==> src/hw/rtl/ssbf_pkg.sv <==
// ----------------------------------------------------------------------------
// ssbf_pkg
// Shared types, constants and codes for the SPI slave byte FIFO block.
// ----------------------------------------------------------------------------
package ssbf_pkg;

  localparam int unsigned BufferDepth = 16;
  localparam int unsigned PtrW        = $clog2(BufferDepth);
  localparam int unsigned CntW        = $clog2(BufferDepth + 1);
  localparam int unsigned CfgIdxW     = 4;

  localparam logic [7:0] FillerReset = 8'hFD;
  localparam logic [7:0] EmptyReset  = 8'hFE;

  localparam logic [CfgIdxW-1:0] CfgFillerByte = CfgIdxW'(0);
  localparam logic [CfgIdxW-1:0] CfgEmptyCode  = CfgIdxW'(1);

  typedef enum logic [1:0] {
    CmdTransfer = 2'd0,
    CmdRead     = 2'd1,
    CmdWrite    = 2'd2,
    CmdNone     = 2'd3
  } cmd_e;

  typedef struct packed {
    cmd_e       command;
    logic [7:0] data_in;
  } in_item_t;

  typedef struct packed {
    logic [7:0] read_data;
    logic [7:0] shift_out;
    logic       handshake;
    logic       rx_not_empty;
    logic       write_accepted;
    logic       rx_dropped;
  } out_item_t;

  typedef struct packed {
    logic push;
    logic pop;
  } fifo_ctrl_t;

  typedef struct packed {
    logic [CntW-1:0] count;
    logic [7:0]      head;
  } fifo_stat_t;

endpackage

==> src/hw/rtl/ssbf_fifo.sv <==
// ----------------------------------------------------------------------------
// ssbf_fifo
// Byte FIFO in flops with a fill count, push and pop in the same cycle.
// ----------------------------------------------------------------------------
module ssbf_fifo import ssbf_pkg::*; (
  input  logic       clk_i,
  input  logic       rst_ni,
  input  fifo_ctrl_t ctrl_i,
  input  logic [7:0] wdata_i,
  output fifo_stat_t stat_o
);

  logic [7:0]      mem_q [BufferDepth];
  logic [PtrW-1:0] rd_q, rd_d, wr_q, wr_d;
  logic [CntW-1:0] cnt_q, cnt_d;

  function automatic logic [PtrW-1:0] next_ptr(logic [PtrW-1:0] p);
    return (p == PtrW'(BufferDepth - 1)) ? '0 : p + PtrW'(1);
  endfunction

  always_comb begin
    rd_d  = ctrl_i.pop  ? next_ptr(rd_q) : rd_q;
    wr_d  = ctrl_i.push ? next_ptr(wr_q) : wr_q;
    cnt_d = cnt_q + CntW'(ctrl_i.push) - CntW'(ctrl_i.pop);
  end

  always_ff @(posedge clk_i or negedge rst_ni) begin
    if (!rst_ni) begin
      rd_q  <= '0;
      wr_q  <= '0;
      cnt_q <= '0;
    end else begin
      rd_q  <= rd_d;
      wr_q  <= wr_d;
      cnt_q <= cnt_d;
    end
  end

  always_ff @(posedge clk_i) begin
    if (ctrl_i.push) begin
      mem_q[wr_q] <= wdata_i;
    end
  end

  assign stat_o.count = cnt_q;
  assign stat_o.head  = mem_q[rd_q];

endmodule

==> src/hw/rtl/ssbf_step.sv <==
// ----------------------------------------------------------------------------
// ssbf_step
// Event decode: FIFO control, shift register and handshake update, result.
// ----------------------------------------------------------------------------
module ssbf_step import ssbf_pkg::*; (
  input  in_item_t   item_i,
  input  logic [7:0] filler_i,
  input  logic [7:0] empty_code_i,
  input  logic [7:0] shift_i,
  input  logic       ready_i,
  input  fifo_stat_t rx_i,
  input  fifo_stat_t tx_i,
  output fifo_ctrl_t rx_ctrl_o,
  output fifo_ctrl_t tx_ctrl_o,
  output logic [7:0] shift_d_o,
  output logic       ready_d_o,
  output out_item_t  result_o
);

  logic            rx_full, tx_full;
  logic [CntW-1:0] rx_cnt_next, tx_cnt_after_push;

  assign rx_full = (rx_i.count == CntW'(BufferDepth));
  assign tx_full = (tx_i.count == CntW'(BufferDepth));

  always_comb begin
    rx_ctrl_o         = '0;
    tx_ctrl_o         = '0;
    shift_d_o         = shift_i;
    ready_d_o         = ready_i;
    result_o          = '0;
    tx_cnt_after_push = tx_i.count;
    unique case (item_i.command)
      CmdTransfer: begin
        ready_d_o = 1'b0;
        if (item_i.data_in != filler_i) begin
          if (rx_full) begin
            result_o.rx_dropped = 1'b1;
          end else begin
            rx_ctrl_o.push = 1'b1;
          end
        end
        if (tx_i.count != '0) begin
          tx_ctrl_o.pop = 1'b1;
          shift_d_o     = tx_i.head;
          ready_d_o     = 1'b1;
        end else begin
          shift_d_o = filler_i;
        end
      end
      CmdRead: begin
        if (rx_i.count != '0) begin
          rx_ctrl_o.pop      = 1'b1;
          result_o.read_data = rx_i.head;
        end else begin
          result_o.read_data = empty_code_i;
        end
      end
      CmdWrite: begin
        if (!tx_full) begin
          tx_ctrl_o.push          = 1'b1;
          result_o.write_accepted = 1'b1;
          tx_cnt_after_push       = tx_i.count + CntW'(1);
        end
        // kick-start when nothing real is loaded
        if (!ready_i && tx_cnt_after_push != '0) begin
          tx_ctrl_o.pop = 1'b1;
          shift_d_o     = (tx_i.count == '0) ? item_i.data_in : tx_i.head;
          ready_d_o     = 1'b1;
        end
      end
      CmdNone: begin
      end
      default: begin
      end
    endcase
    rx_cnt_next           = rx_i.count + CntW'(rx_ctrl_o.push) - CntW'(rx_ctrl_o.pop);
    result_o.shift_out    = shift_d_o;
    result_o.handshake    = ready_d_o;
    result_o.rx_not_empty = (rx_cnt_next != '0);
  end

endmodule

==> src/hw/rtl/spi_slave_byte_fifos_top.sv <==
// ----------------------------------------------------------------------------
// spi_slave_byte_fifos_top
// SPI slave byte buffering with receive and transmit FIFOs.
// ----------------------------------------------------------------------------
// Usage:
//   in channel  : one event per transfer (completed SPI transfer, host read
//                 or host write), command and byte in in_data_i
//   out channel : one result per event: read byte, shift register, handshake
//                 and status flags after that event
//   cfg channel : writes filler byte (index 0) and empty code (index 1);
//                 always ready, other indexes are ignored
// An input register, then the event logic and the result register, lie
// between input transfer and result valid. Throughput is one event per
// cycle while the receiver does not stall, set by the FIFO pointer and
// count update that each event reads and writes.
// If the receiver stalls, the result register holds and the input register
// keeps one more event; input ready drops once both are occupied.
// Reset empties both FIFOs, loads the shift register with the filler reset
// value, drops the handshake and restores the configuration defaults.
// ----------------------------------------------------------------------------
module spi_slave_byte_fifos_top import ssbf_pkg::*; (
  input  logic               clk_i,
  input  logic               rst_ni,
  input  logic               in_valid_i,
  output logic               in_ready_o,
  input  in_item_t           in_data_i,
  output logic               out_valid_o,
  input  logic               out_ready_i,
  output out_item_t          out_data_o,
  input  logic               cfg_valid_i,
  output logic               cfg_ready_o,
  input  logic [CfgIdxW-1:0] cfg_index_i,
  input  logic [7:0]         cfg_data_i
);

  in_item_t   in_q;
  logic       in_valid_q;
  out_item_t  out_q, result;
  logic       out_valid_q;
  logic [7:0] filler_q, empty_code_q;
  logic [7:0] shift_q, shift_d;
  logic       ready_q, ready_d;
  logic       advance, step_fire;
  fifo_ctrl_t rx_ctrl, tx_ctrl, rx_ctrl_g, tx_ctrl_g;
  fifo_stat_t rx_stat, tx_stat;

  assign advance     = !out_valid_q || out_ready_i;
  assign step_fire   = in_valid_q && advance;
  assign in_ready_o  = !in_valid_q || advance;
  assign cfg_ready_o = 1'b1;
  assign rx_ctrl_g   = step_fire ? rx_ctrl : '0;
  assign tx_ctrl_g   = step_fire ? tx_ctrl : '0;

  ssbf_fifo u_rx_fifo (
    .clk_i   (clk_i),
    .rst_ni  (rst_ni),
    .ctrl_i  (rx_ctrl_g),
    .wdata_i (in_q.data_in),
    .stat_o  (rx_stat)
  );

  ssbf_fifo u_tx_fifo (
    .clk_i   (clk_i),
    .rst_ni  (rst_ni),
    .ctrl_i  (tx_ctrl_g),
    .wdata_i (in_q.data_in),
    .stat_o  (tx_stat)
  );

  ssbf_step u_step (
    .item_i       (in_q),
    .filler_i     (filler_q),
    .empty_code_i (empty_code_q),
    .shift_i      (shift_q),
    .ready_i      (ready_q),
    .rx_i         (rx_stat),
    .tx_i         (tx_stat),
    .rx_ctrl_o    (rx_ctrl),
    .tx_ctrl_o    (tx_ctrl),
    .shift_d_o    (shift_d),
    .ready_d_o    (ready_d),
    .result_o     (result)
  );

  always_ff @(posedge clk_i or negedge rst_ni) begin
    if (!rst_ni) begin
      in_valid_q   <= 1'b0;
      out_valid_q  <= 1'b0;
      shift_q      <= FillerReset;
      ready_q      <= 1'b0;
      filler_q     <= FillerReset;
      empty_code_q <= EmptyReset;
    end else begin
      if (in_ready_o) begin
        in_valid_q <= in_valid_i;
      end
      if (advance) begin
        out_valid_q <= in_valid_q;
      end
      if (step_fire) begin
        shift_q <= shift_d;
        ready_q <= ready_d;
      end
      if (cfg_valid_i) begin
        if (cfg_index_i == CfgFillerByte) begin
          filler_q <= cfg_data_i;
        end
        if (cfg_index_i == CfgEmptyCode) begin
          empty_code_q <= cfg_data_i;
        end
      end
    end
  end

  always_ff @(posedge clk_i) begin
    if (in_ready_o && in_valid_i) begin
      in_q <= in_data_i;
    end
    if (step_fire) begin
      out_q <= result;
    end
  end

  assign out_valid_o = out_valid_q;
  assign out_data_o  = out_q;

  assert property (@(posedge clk_i) disable iff (!rst_ni)
    rx_stat.count <= CntW'(BufferDepth))
    else $error("rx fifo count above depth");

  assert property (@(posedge clk_i) disable iff (!rst_ni)
    tx_stat.count <= CntW'(BufferDepth))
    else $error("tx fifo count above depth");

  assert property (@(posedge clk_i) disable iff (!rst_ni)
    step_fire |=> out_valid_q)
    else $error("event processed without a result");

  assert property (@(posedge clk_i) disable iff (!rst_ni)
    (step_fire && in_q.command == CmdWrite) |=> ready_q)
    else $error("handshake low after host write");

  assert property (@(posedge clk_i) disable iff (!rst_ni)
    $fell(ready_q) |-> $past(step_fire && in_q.command == CmdTransfer))
    else $error("handshake dropped outside a transfer");

endmodule

==> config.mk <==
export PLATFORM = sky130hd
export DESIGN_NAME = spi_slave_byte_fifos_top
export DESIGN_NICKNAME = d
export VERILOG_FILES = /design/src/hw/rtl/ssbf_pkg.sv /design/src/hw/rtl/ssbf_fifo.sv /design/src/hw/rtl/ssbf_step.sv /design/src/hw/rtl/spi_slave_byte_fifos_top.sv
export SDC_FILE = /design/constraint.sdc
export NUM_CORES = 1
export LEC_CHECK = 0
export BUFFER_PORTS_ARGS = -buffer_cell sky130_fd_sc_hd__buf_2
export CELL_PAD_IN_SITES_DETAIL_PLACEMENT = 1
export CELL_PAD_IN_SITES_GLOBAL_PLACEMENT = 1
export CORE_MARGIN = 2
export CORE_UTILIZATION = 36
export DETAILED_ROUTE_END_ITERATION = 10
export PLACE_DENSITY = 0.61
export SLEW_MARGIN = 20
export SYNTH_ARGS = -nofsm -noshare
export SYNTH_HDL_FRONTEND = slang
export SYNTH_SLANG_ARGS = --single-unit
==> constraint.sdc <==
create_clock -name clk_i -period 6.6 [get_ports clk_i]
set_clock_uncertainty 0.15 [all_clocks]
set_input_delay 1.32 -clock clk_i [delete_from_list [all_inputs] [get_ports clk_i]]
set_output_delay 1.32 -clock clk_i [all_outputs]
set_load 0.05 [all_outputs]
==> reports/metrics.yaml, run 1 <==
sta:
  setup_viol: 0
  slew_headroom: 0.369
  maxSlewViolCount: 0
  max_freq_mhz: 275
  rsz0062_at_grt: "no"
  tns_ps: 0
  tightest_slew_ps: 939
  period_share: 0.551
  hold_viol: 0
  fin_crit_ps: 3640
detailed_routing:
  drt_pass1_iterations: 4
  wl_per_cell_um: 22.4
  wl_um: 31700
  vias: 7251
  vias_per_cell: 5.12
  ant_nets: 0
  drc: 0
  first_iter_violations: 466
layout:
  syn_to_final_growth_pct: 13.9
  final_net_count: 922
  drive_gt1_frac: 0.242
  stdcell_area_um2: 16300
  antenna_cells: 0
critical_path:
  crit_path_top_delay_cell: "and2_1"
  end_kind: "flop"
  max_stage_delay_ps: 440
  path_delay_family: "simple AND/OR/NAND/NOR gates"
  path_max_fanout: 21
  arrival_ps: 3660
  path_buf_inv: 4
  r2r_start: "u_rx_fifo.cnt_q[2]$_DFF_PN0_"
  setup.worst_path.end: "u_tx_fifo.mem_q[7][1]$_DFFE_PP_"
  crit_required_ps: 6620
  critPathLaunchType: "input port"
  rr_endpoint: "out_data_o[2]$_DFFE_PP_"
  startpoint: "out_ready_i"
  path_cells: "buf_2 -> nand2b_1 -> nand2_1 -> inv_1 -> buf_4 -> nand2_1 -> inv_2 -> and2_1 -> nor2b_1 -> and2_1"
  cp.depth: 10
  crit_type: "in2reg"
  r2r_cells: 14
  r2r_slack_ps: 3060
placement:
  place_congestion: 0.745
  numPortBuffers: 48
  postPlaceCellArea_um2: 15200
  dp_hpwl_um: 20000
synthesis:
  synth_nets: 852
  ys_top_cells_by_area: "edfxtp_1 60%, mux4_2 6.6%, dfrtp_1 5.6%"
  ys_dominant_reg_cell: "edfxtp_1"
  synth_top_cell_by_area: "edfxtp_1"
  yosysSeqAreaShare: 0.693
  syn-instance-count: 793
  synth-seq-cells: 339
  synth_common_cells: "286 x edfxtp_1, 42 x mux4_2, 39 x nor2_1, 32 x dfrtp_1, 32 x inv_1"
  synth-async-reset-ratio: 0.156
  avgSynthCellArea_um2: 18.1
  synth_area_um2: 14300
  netlist.area_leader.share: 0.599
  synth_edf_count: 286
  yosysUniqueCellTypes: 59
  yosysWarnings: 0
  synth.most_common_cell: "edfxtp_1"
floorplanning:
  fp.dieH_um: 204
  start_util: 0.363
  fp.dieArea_um2: 41400
  core_area_um2: 39500
  rows: 73
  num_io_pins: 50
  die_x_um: 204
pwr:
  max-vdd-ir-drop_mv: 0.166
  p_per_area_nw_per_um2: 400
  p_leak_nw: 5.64
clock_network:
  cts_setup_buffers: 0
  cts.reportedPaths.clkPinSlew_ps: 60
  post_cts_resize_count: 0
  cts_buffer_depth: 3
  numCtsBuffers: 36
  clk_latency_ps: 530
  cts_htree_levels: 2
  cts_tree: "done"
  clock_sinks: 339
  cts_root_buf: "clkbuf_16"
  cts_hold_buf: 0
grt:
  grt_pass1_vias: 7519
  antenna_found_initial: 0
  gr-total-overflow: 0
  grt_max_degree: 54
  grt_pass1_wl_um: 48400
  grt.total_usage: 0.156
outcome:
  status: "finished clean"
run:
  drv_cap: 0
min_path:
  worst_hold_path_type: "reg2reg"
## how the worst min path moves through the flow
stage | from | to | slack (ps) | depth (start not counted)
2_1_floorplan | shift_q[1]$_DFFE_PN0P_ | shift_q[1]$_DFFE_PN0P_ | 300 | 2
3_3_place_gp | shift_q[4]$_DFFE_PN1P_ | shift_q[4]$_DFFE_PN1P_ | 310 | 2
4_1_cts | shift_q[3]$_DFFE_PN1P_ | shift_q[3]$_DFFE_PN1P_ | 320 | 2
6_report | shift_q[3]$_DFFE_PN1P_ | shift_q[3]$_DFFE_PN1P_ | 320 | 2
5_1_grt | shift_q[2]$_DFFE_PN1P_ | shift_q[2]$_DFFE_PN1P_ | 340 | 2
3_5_place_dp | shift_q[0]$_DFFE_PN1P_ | shift_q[0]$_DFFE_PN1P_ | 310 | 2
## metrics by stage
step | total power, mW | hold slack, ps | cells | worst slack, ps | utilization
after floorplan | 4.14 | 299 | 793 | 2750 | -
after global placement | 4.60 | 310 | 1350 | 2550 | 0.383
after detailed placement | 4.62 | 314 | 1350 | 2450 | 0.383
after CTS | 6.62 | 322 | 1416 | 2970 | 0.413
after global routing | 6.86 | 345 | 1416 | 2670 | 0.413
final | 6.53 | 320 | 1416 | 2960 | 0.413
## sequential cells by signal (all words and copies together) (netlist names), 5 cells and up
name,cells
u_tx_fifo.cnt_q,5
out_data_o,20
u_tx_fifo.mem_q,128
shift_q,8
u_rx_fifo.mem_q,128
u_rx_fifo.cnt_q,5
filler_q,8
empty_code_q,8
in_q,10
## layout by cell type, fill, tap and decap left out, types with 5 or more instances in the layout
| cell | synthesis | layout |
|---|---|---|
| inv_1 | 32 | 32 |
| nand3_1 | 9 | 9 |
| nand2_1 | 23 | 23 |
| a21oi_1 | 9 | 9 |
| o311a_1 | 7 | 7 |
| xnor2_1 | 21 | 21 |
| buf_4 | 8 | 19 |
| o211ai_1 | 7 | 7 |
| buf_2 | 3 | 48 |
| clkbuf_1 | 17 | 6 |
| and2_1 | 23 | 23 |
| dfrtp_1 | 32 | 31 |
| mux2_2 | 21 | 21 |
| nor2b_1 | 5 | 5 |
| nor2_1 | 39 | 39 |
| nor4_1 | 5 | 5 |
| a22o_1 | 9 | 9 |
| nor3b_1 | 5 | 5 |
| mux4_2 | 42 | 42 |
| ha_1 | 29 | 29 |
| nand2b_1 | 14 | 14 |
| nand4_1 | 5 | 5 |
| o2bb2ai_1 | 8 | 8 |
| clkinv_2 | 0 | 8 |
| clkbuf_16 | 0 | 37 |
| mux4_1 | 30 | 30 |
| o21ai_0 | 16 | 16 |
| edfxtp_1 | 286 | 286 |
| dfstp_2 | 21 | 21 |
| o31a_1 | 7 | 7 |
| o31ai_1 | 9 | 9 |
## area by class of cell
class	instances	area, µm²
clock inverter	19	159
fill	3849	23200
timing repair buffer	67	383
tap	525	657
sequential	339	9940
multi-input combinational	385	4060
clock buffer	47	1000
inverter	34	128
## cell families after synthesis
kind of cell | count (synthesis) | synth area share
mux | 95 | 0.139
simple gates | 143 | 0.0525
fa+ha+maj | 32 | 0.0295
flops | 339 | 0.693
buf+inv | 69 | 0.0237
xor+xnor | 24 | 0.0147
compound gates | 90 | 0.0472
other cells | 1 | 0.000262
## power breakdown
part	total, mW	internal, mW	switching, mW
logic	1.77	0.810	0.963
clock network	1.98	1.16	0.828
registers	2.77	2.56	0.213
total	6.53	4.53	2.00
## layer usage
metal,GRT usage,part of all wire,vias to the layer above
li1,-,-,3289
met1,0.225,0.47,3758
met2,0.248,0.46,167
met3,0.0243,0.044,37
met4,0.0407,0.017,0
met5,0,0,-
## worst register-to-register path, cell delays in order (launching register included)
cell and delay (ps):
dfrtp_1 380, inv_1 80, ha_1 180, or4b_2 660, nor2b_1 280, ha_1 320
inv_1 60, ha_1 170, inv_1 60, fa_1 400, inv_1 70, a21oi_1 60
o21bai_1 160, xnor2_1 140, nand3_1 110
Note: power is estimated with default switching activity, not from simulation.
==> run 2, diff against run 1 <==
ABC_AREA = 1   (was default)
PLACE_DENSITY = 0.65   (was 0.61)
clock period = 3.67 ns   (was 6.6 ns; I/O delays follow)
==> run 2 against run 1 <==
Against the previous run:
- largest cell class unchanged
- non-clock buffer count up 29
- wire length increased by 26%
- first-iteration DRC count grew 26%
- combinational power grew 140%
- cell area is 5.4% higher
- sequential power increased by 79%
- worst hold slack lost 140 ps
- flip-flop and latch count stayed put
==> reports/metrics.yaml, run 2 <==
critical_path:
  crit_path_top_delay_cell: "fa_1"
  cpMostUsedCell: "nor2_1"
  crit_required_ps: 3960
  arrival_ps: 3630
  crit_type: "reg2reg"
  path_cells: "inv_1 -> ha_1 -> nor2_1 -> nand2_1 -> nor2_1 -> nand3_2 -> nand3_2 -> a21oi_4 -> ha_1 -> inv_1 -> ha_1 -> fa_1 -> a21oi_1 -> nor2_1 -> nor2_1 -> xor2_1"
  max_stage_delay_ps: 450
  path_buf_inv: 2
  critPathLaunchType: "flop"
  path_max_fanout: 8
  path_delay_family: "adder cells"
  end_kind: "flop"
clock_network:
  cts_hold_buf: 0
  cts_tree: "done"
  cts.reportedPaths.clkPinSlew_ps: 60
  cts_setup_buffers: 0
  cts_buffer_depth: 3
  clk_latency_ps: 530
  cts_htree_levels: 2
  cts_root_buf: "clkbuf_16"
  numCtsBuffers: 37
  post_cts_resize_count: 0
  clock_sinks: 339
grt:
  grt_pass1_vias: 10900
  grt.total_usage: 0.187
  grt_pass1_wl_um: 62900
  antenna_found_initial: 0
  grt_max_degree: 67
  gr-total-overflow: 0
floorplanning:
  core_area_um2: 41100
  num_io_pins: 50
  fp.dieArea_um2: 43500
  fp.dieH_um: 209
  start_util: 0.367
  die_x_um: 209
  rows: 74
sta:
  maxSlewViolCount: 0
  tns_ps: 0
  rsz0062_at_grt: "no"
  slew_headroom: 0.403
  setup_viol: 0
  hold_viol: 0
  fin_crit_ps: 3340
  max_freq_mhz: 299
  period_share: 0.910
  tightest_slew_ps: 895
synthesis:
  avgSynthCellArea_um2: 10.7
  synth_edf_count: 286
  ys_top_cells_by_area: "edfxtp_1 57%, nand2_1 8.7%, dfrtp_1 5.3%"
  synth_nets: 1473
  synth_common_cells: "351 x nand2_1, 286 x edfxtp_1, 179 x inv_1, 110 x nand3_1, 104 x o21ai_0"
  synth.most_common_cell: "nand2_1"
  synth-async-reset-ratio: 0.156
  ys_dominant_reg_cell: "edfxtp_1"
  synth_area_um2: 15100
  synth-seq-cells: 339
  yosysSeqAreaShare: 0.659
  syn-instance-count: 1414
  yosysUniqueCellTypes: 38
  synth_top_cell_by_area: "edfxtp_1"
  yosysWarnings: 0
  netlist.area_leader.share: 0.570
pwr:
  power_frac_clock: 0.278
  p_leak_nw: 7.02
  comb_power_share: 0.333
  seqPwrFrac: 0.389
  internal-power_mw: 7.93
  switching_share: 0.377
  p_sw_mw: 4.80
  max-vdd-ir-drop_mv: 0.339
  p_per_area_nw_per_um2: 740
layout:
  final_common_cell: "nand2_1"
  finalNonFillerCells: 2052
  syn_to_final_growth_pct: 14.1
  antenna_cells: 0
  final_net_count: 1551
  drive_gt1_frac: 0.124
  mostFrequentLayoutCells: "351 x nand2_1, 286 x edfxtp_1, 179 x inv_1, 110 x nand3_1, 104 x o21ai_0"
detailed_routing:
  vias_per_cell: 5.01
  wl_per_cell_um: 19.5
  ant_nets: 0
  drt_pass1_iterations: 4
  vias: 10300
  first_iter_violations: 589
  drc: 0
  wl_um: 40100
min_path:
  worst_hold_path_type: "in2async"
placement:
  place_congestion: 0.783
  dp_hpwl_um: 25000
  dp.cells: 1985
  numPortBuffers: 48
run:
  drv_cap: 0
outcome:
  status: "finished clean"
[run 2: cell families after synthesis]
family	count (synthesis)	share of synthesized area
and+or+nand+nor	601	0.168
DFF	339	0.659
buffers and inverters	245	0.0657
AOI/OAI and AO/OA	172	0.0651
adders and majority gates	32	0.0280
xor gates and xnor gates	24	0.0139
other	1	0.000249
[run 2: power groups by stage]
stage               Clock, mW  Combinational [mW]  Sequential [mW]
floorplan                   0                2.80             5.15
global placement            0                4.17             5.01
detailed placement          0                4.28             5.02
CTS                      3.63                4.31             4.95
global route             3.76                4.83             5.00
finish                   3.54                4.24             4.95
[run 2: final cells by class]
| cell class | instances | area (µm²) |
|---|---|---|
| fill | 4601 | 23900 |
| sequential | 339 | 9940 |
| multi-input combinational | 830 | 4150 |
| clock buffer | 41 | 962 |
| inverter | 188 | 706 |
| tap | 532 | 666 |
| timing repair buffer | 96 | 613 |
| clock inverter | 26 | 173 |
[run 2: layer usage]
metal  wire [µm]  share of wire  track usage  vias to the layer above
li1            -              -            -                     4896
met4         816          0.020       0.0485                        0
met5           0              0            0                        -
met1       17500           0.44        0.241                     5131
met3        1820          0.045       0.0308                       59
met2       20000           0.50        0.329                      197
[run 2: final timing paths]
check                      slack, ps  cells past startpoint                         start                            end
setup / recovery                 330                     16  u_tx_fifo.cnt_q[1]$_DFF_PN0_   u_tx_fifo.cnt_q[4]$_DFF_PN0_
hold / removal                   180                      2                        rst_ni   u_rx_fifo.cnt_q[4]$_DFF_PN0_
setup reg to reg                 330                     16  u_tx_fifo.cnt_q[1]$_DFF_PN0_   u_tx_fifo.cnt_q[4]$_DFF_PN0_
hold reg to reg                  330                      2        shift_q[2]$_DFFE_PN1P_         shift_q[2]$_DFFE_PN1P_
max in group asynchronous       2600                      2                        rst_ni  u_tx_fifo.rd_q[0]$_DFFE_PN0P_
min in group clk_i               220                      1                  in_data_i[5]              in_q[5]$_DFFE_PP_
[run 2: metrics by stage]
step / hold WS [ps] / instance area [µm²] / power [mW] / setup WS, ps / util
CTS: 202 / 17200 / 12.9 / 313 / 0.419
finish: 181 / 17200 / 12.7 / 329 / 0.419
floorplan: 288 / 15100 / 7.95 / 704 / -
global route: 206 / 17200 / 13.6 / 108 / 0.419
detailed placement: 321 / 16100 / 9.30 / 332 / 0.391
global placement: 317 / 16100 / 9.17 / 426 / 0.391
==> run 3, diff against run 2 <==
ABC_AREA = 0   (was 1)
PLACE_DENSITY = 0.61   (was 0.65)
==> run 3 against run 2 <==
Against the previous run:
- register-to-register slack got worse by 70 ps
- first-iteration DRC count decreased by 2.4%
- die area shrank 4.8%
- global-route usage down 2.3 points
- largest power group unchanged
==> reports/metrics.yaml, run 3 (synthesized netlist as in run 1, its figures left out) <==
critical_path:
  cpMostUsedCell: "inv_1"
  r2r_slack_ps: 260
  max_stage_delay_ps: 620
  r2r_start: "u_rx_fifo.cnt_q[3]$_DFF_PN0_"
  crit_required_ps: 3780
  cp.depth: 14
  crit_path_top_delay_cell: "or4b_2"
  arrival_ps: 3520
  critPathLaunchType: "flop"
  r2r_cells: 14
  rr_endpoint: "out_data_o[2]$_DFFE_PP_"
  path_max_fanout: 9
  path_cells: "inv_1 -> ha_1 -> or4b_2 -> nor2b_1 -> ha_1 -> inv_1 -> ha_1 -> inv_1 -> fa_1 -> inv_1 -> a21oi_1 -> o21bai_1 -> xnor2_1 -> nand3_1"
  path_delay_family: "adder cells"
  path_buf_inv: 4
  crit_type: "reg2reg"
  end_kind: "flop"
floorplanning:
  die_x_um: 204
  num_io_pins: 50
  fp.dieArea_um2: 41400
  start_util: 0.363
  core_area_um2: 39500
  fp.dieH_um: 204
  rows: 73
pwr:
  finalPower_mw: 12.0
  p_leak_nw: 5.79
  p_per_area_nw_per_um2: 725
  max-vdd-ir-drop_mv: 0.256
clock_network:
  cts_buffer_depth: 3
  post_cts_resize_count: 0
  cts_htree_levels: 2
  cts_root_buf: "clkbuf_16"
  cts_hold_buf: 0
  cts_setup_buffers: 0
  clock_sinks: 339
  cts_tree: "done"
  numCtsBuffers: 37
  cts.reportedPaths.clkPinSlew_ps: 50
  clk_latency_ps: 530
sta:
  setup_ws_ps: 261
  slew_headroom: 0.350
  whs_ps: 100
  max_freq_mhz: 293
  fin_crit_ps: 3410
  setup_viol: 0
  tightest_slew_ps: 967
  tns_ps: 0
  period_share: 0.929
  rsz0062_at_grt: "no"
  hold_viol: 0
  maxSlewViolCount: 0
detailed_routing:
  ant_nets: 0
  wl_per_cell_um: 23.1
  drt_pass1_iterations: 5
  first_iter_violations: 575
  vias_per_cell: 5.22
  wl_um: 33300
  vias: 7522
  drc: 0
layout:
  stdcell_area_um2: 16600
  syn_to_final_growth_pct: 15.5
  mostFrequentLayoutCells: "286 x edfxtp_1, 48 x buf_2, 42 x mux4_2, 41 x buf_4"
  drive_gt1_frac: 0.255
  final_net_count: 946
  final_common_cell: "edfxtp_1"
  n_fill_cell: 3841
  antenna_cells: 0
grt:
  antenna_found_initial: 0
  grt_max_degree: 37
  grt_pass1_wl_um: 50100
  gr-total-overflow: 0
  grt.total_usage: 0.164
  grt_pass1_vias: 7837
placement:
  place_congestion: 0.753
  numPortBuffers: 48
  place_ws_ps: 245
  postPlaceCellArea_um2: 15400
  dp_hpwl_um: 22000
min_path:
  worst_hold_path_type: "in2async"
outcome:
  status: "finished clean"
run:
  drv_cap: 0
-- run 3: per-layer routing --
layer / up-vias / part of all wire / routed length (µm) / global-route usage
met3: 39 / 0.053 / 1770 / 0.0336
li1: 3336 / - / - / -
met1: 3975 / 0.47 / 15600 / 0.235
met5: - / 0 / 0 / 0
met2: 172 / 0.46 / 15500 / 0.258
met4: 0 / 0.016 / 517 / 0.0396
-- run 3: metrics by stage --
stage | utilization | std cells
2_1_floorplan | - | 793
3_3_place_gp | 0.388 | 1373
3_5_place_dp | 0.388 | 1373
4_1_cts | 0.419 | 1441
5_1_grt | 0.419 | 1441
6_report | 0.419 | 1441
-- run 3: worst max-delay path by stage --
stage	start	endpoint	slack, ps
after floorplan	u_rx_fifo.cnt_q[3]$_DFF_PN0_	out_data_o[2]$_DFFE_PP_	400
after detailed placement	u_rx_fifo.cnt_q[3]$_DFF_PN0_	out_data_o[2]$_DFFE_PP_	250
after CTS	u_rx_fifo.cnt_q[3]$_DFF_PN0_	out_data_o[2]$_DFFE_PP_	250
after global routing	u_rx_fifo.cnt_q[3]$_DFF_PN0_	out_data_o[2]$_DFFE_PP_	80
after global placement	u_rx_fifo.cnt_q[3]$_DFF_PN0_	out_data_o[2]$_DFFE_PP_	290
final	u_rx_fifo.cnt_q[3]$_DFF_PN0_	out_data_o[2]$_DFFE_PP_	260
-- run 3: report_power, final --
group | total (mW) | internal, mW | switching (mW) | leakage [nW]
clock | 3.71 | 2.22 | 1.48 | 0.595
sequential | 4.97 | 4.61 | 0.360 | 3.19
combinational | 3.32 | 1.53 | 1.79 | 2.00
total | 12.0 | 8.36 | 3.64 | 5.79
-- run 3: worst register-to-register path, stage by stage, from the launching register on --
cell	delay, ps
dfrtp_1	380
inv_1	80
ha_1	160
or4b_2	620
nor2b_1	270
ha_1	320
inv_1	60
ha_1	160
inv_1	50
fa_1	390
inv_1	70
a21oi_1	60
o21bai_1	160
xnor2_1	140
nand3_1	80
-- run 3: cell type report --
type / count / area (µm²) / share of cell area
clock inverter: 14 / 145 / 0.00877
inverter: 34 / 128 / 0.00771
timing repair buffer: 90 / 568 / 0.0343
multi-input combinational: 385 / 4060 / 0.245
clock buffer: 54 / 1060 / 0.0642
tap: 525 / 657 / 0.0397
sequential: 339 / 9940 / 0.600
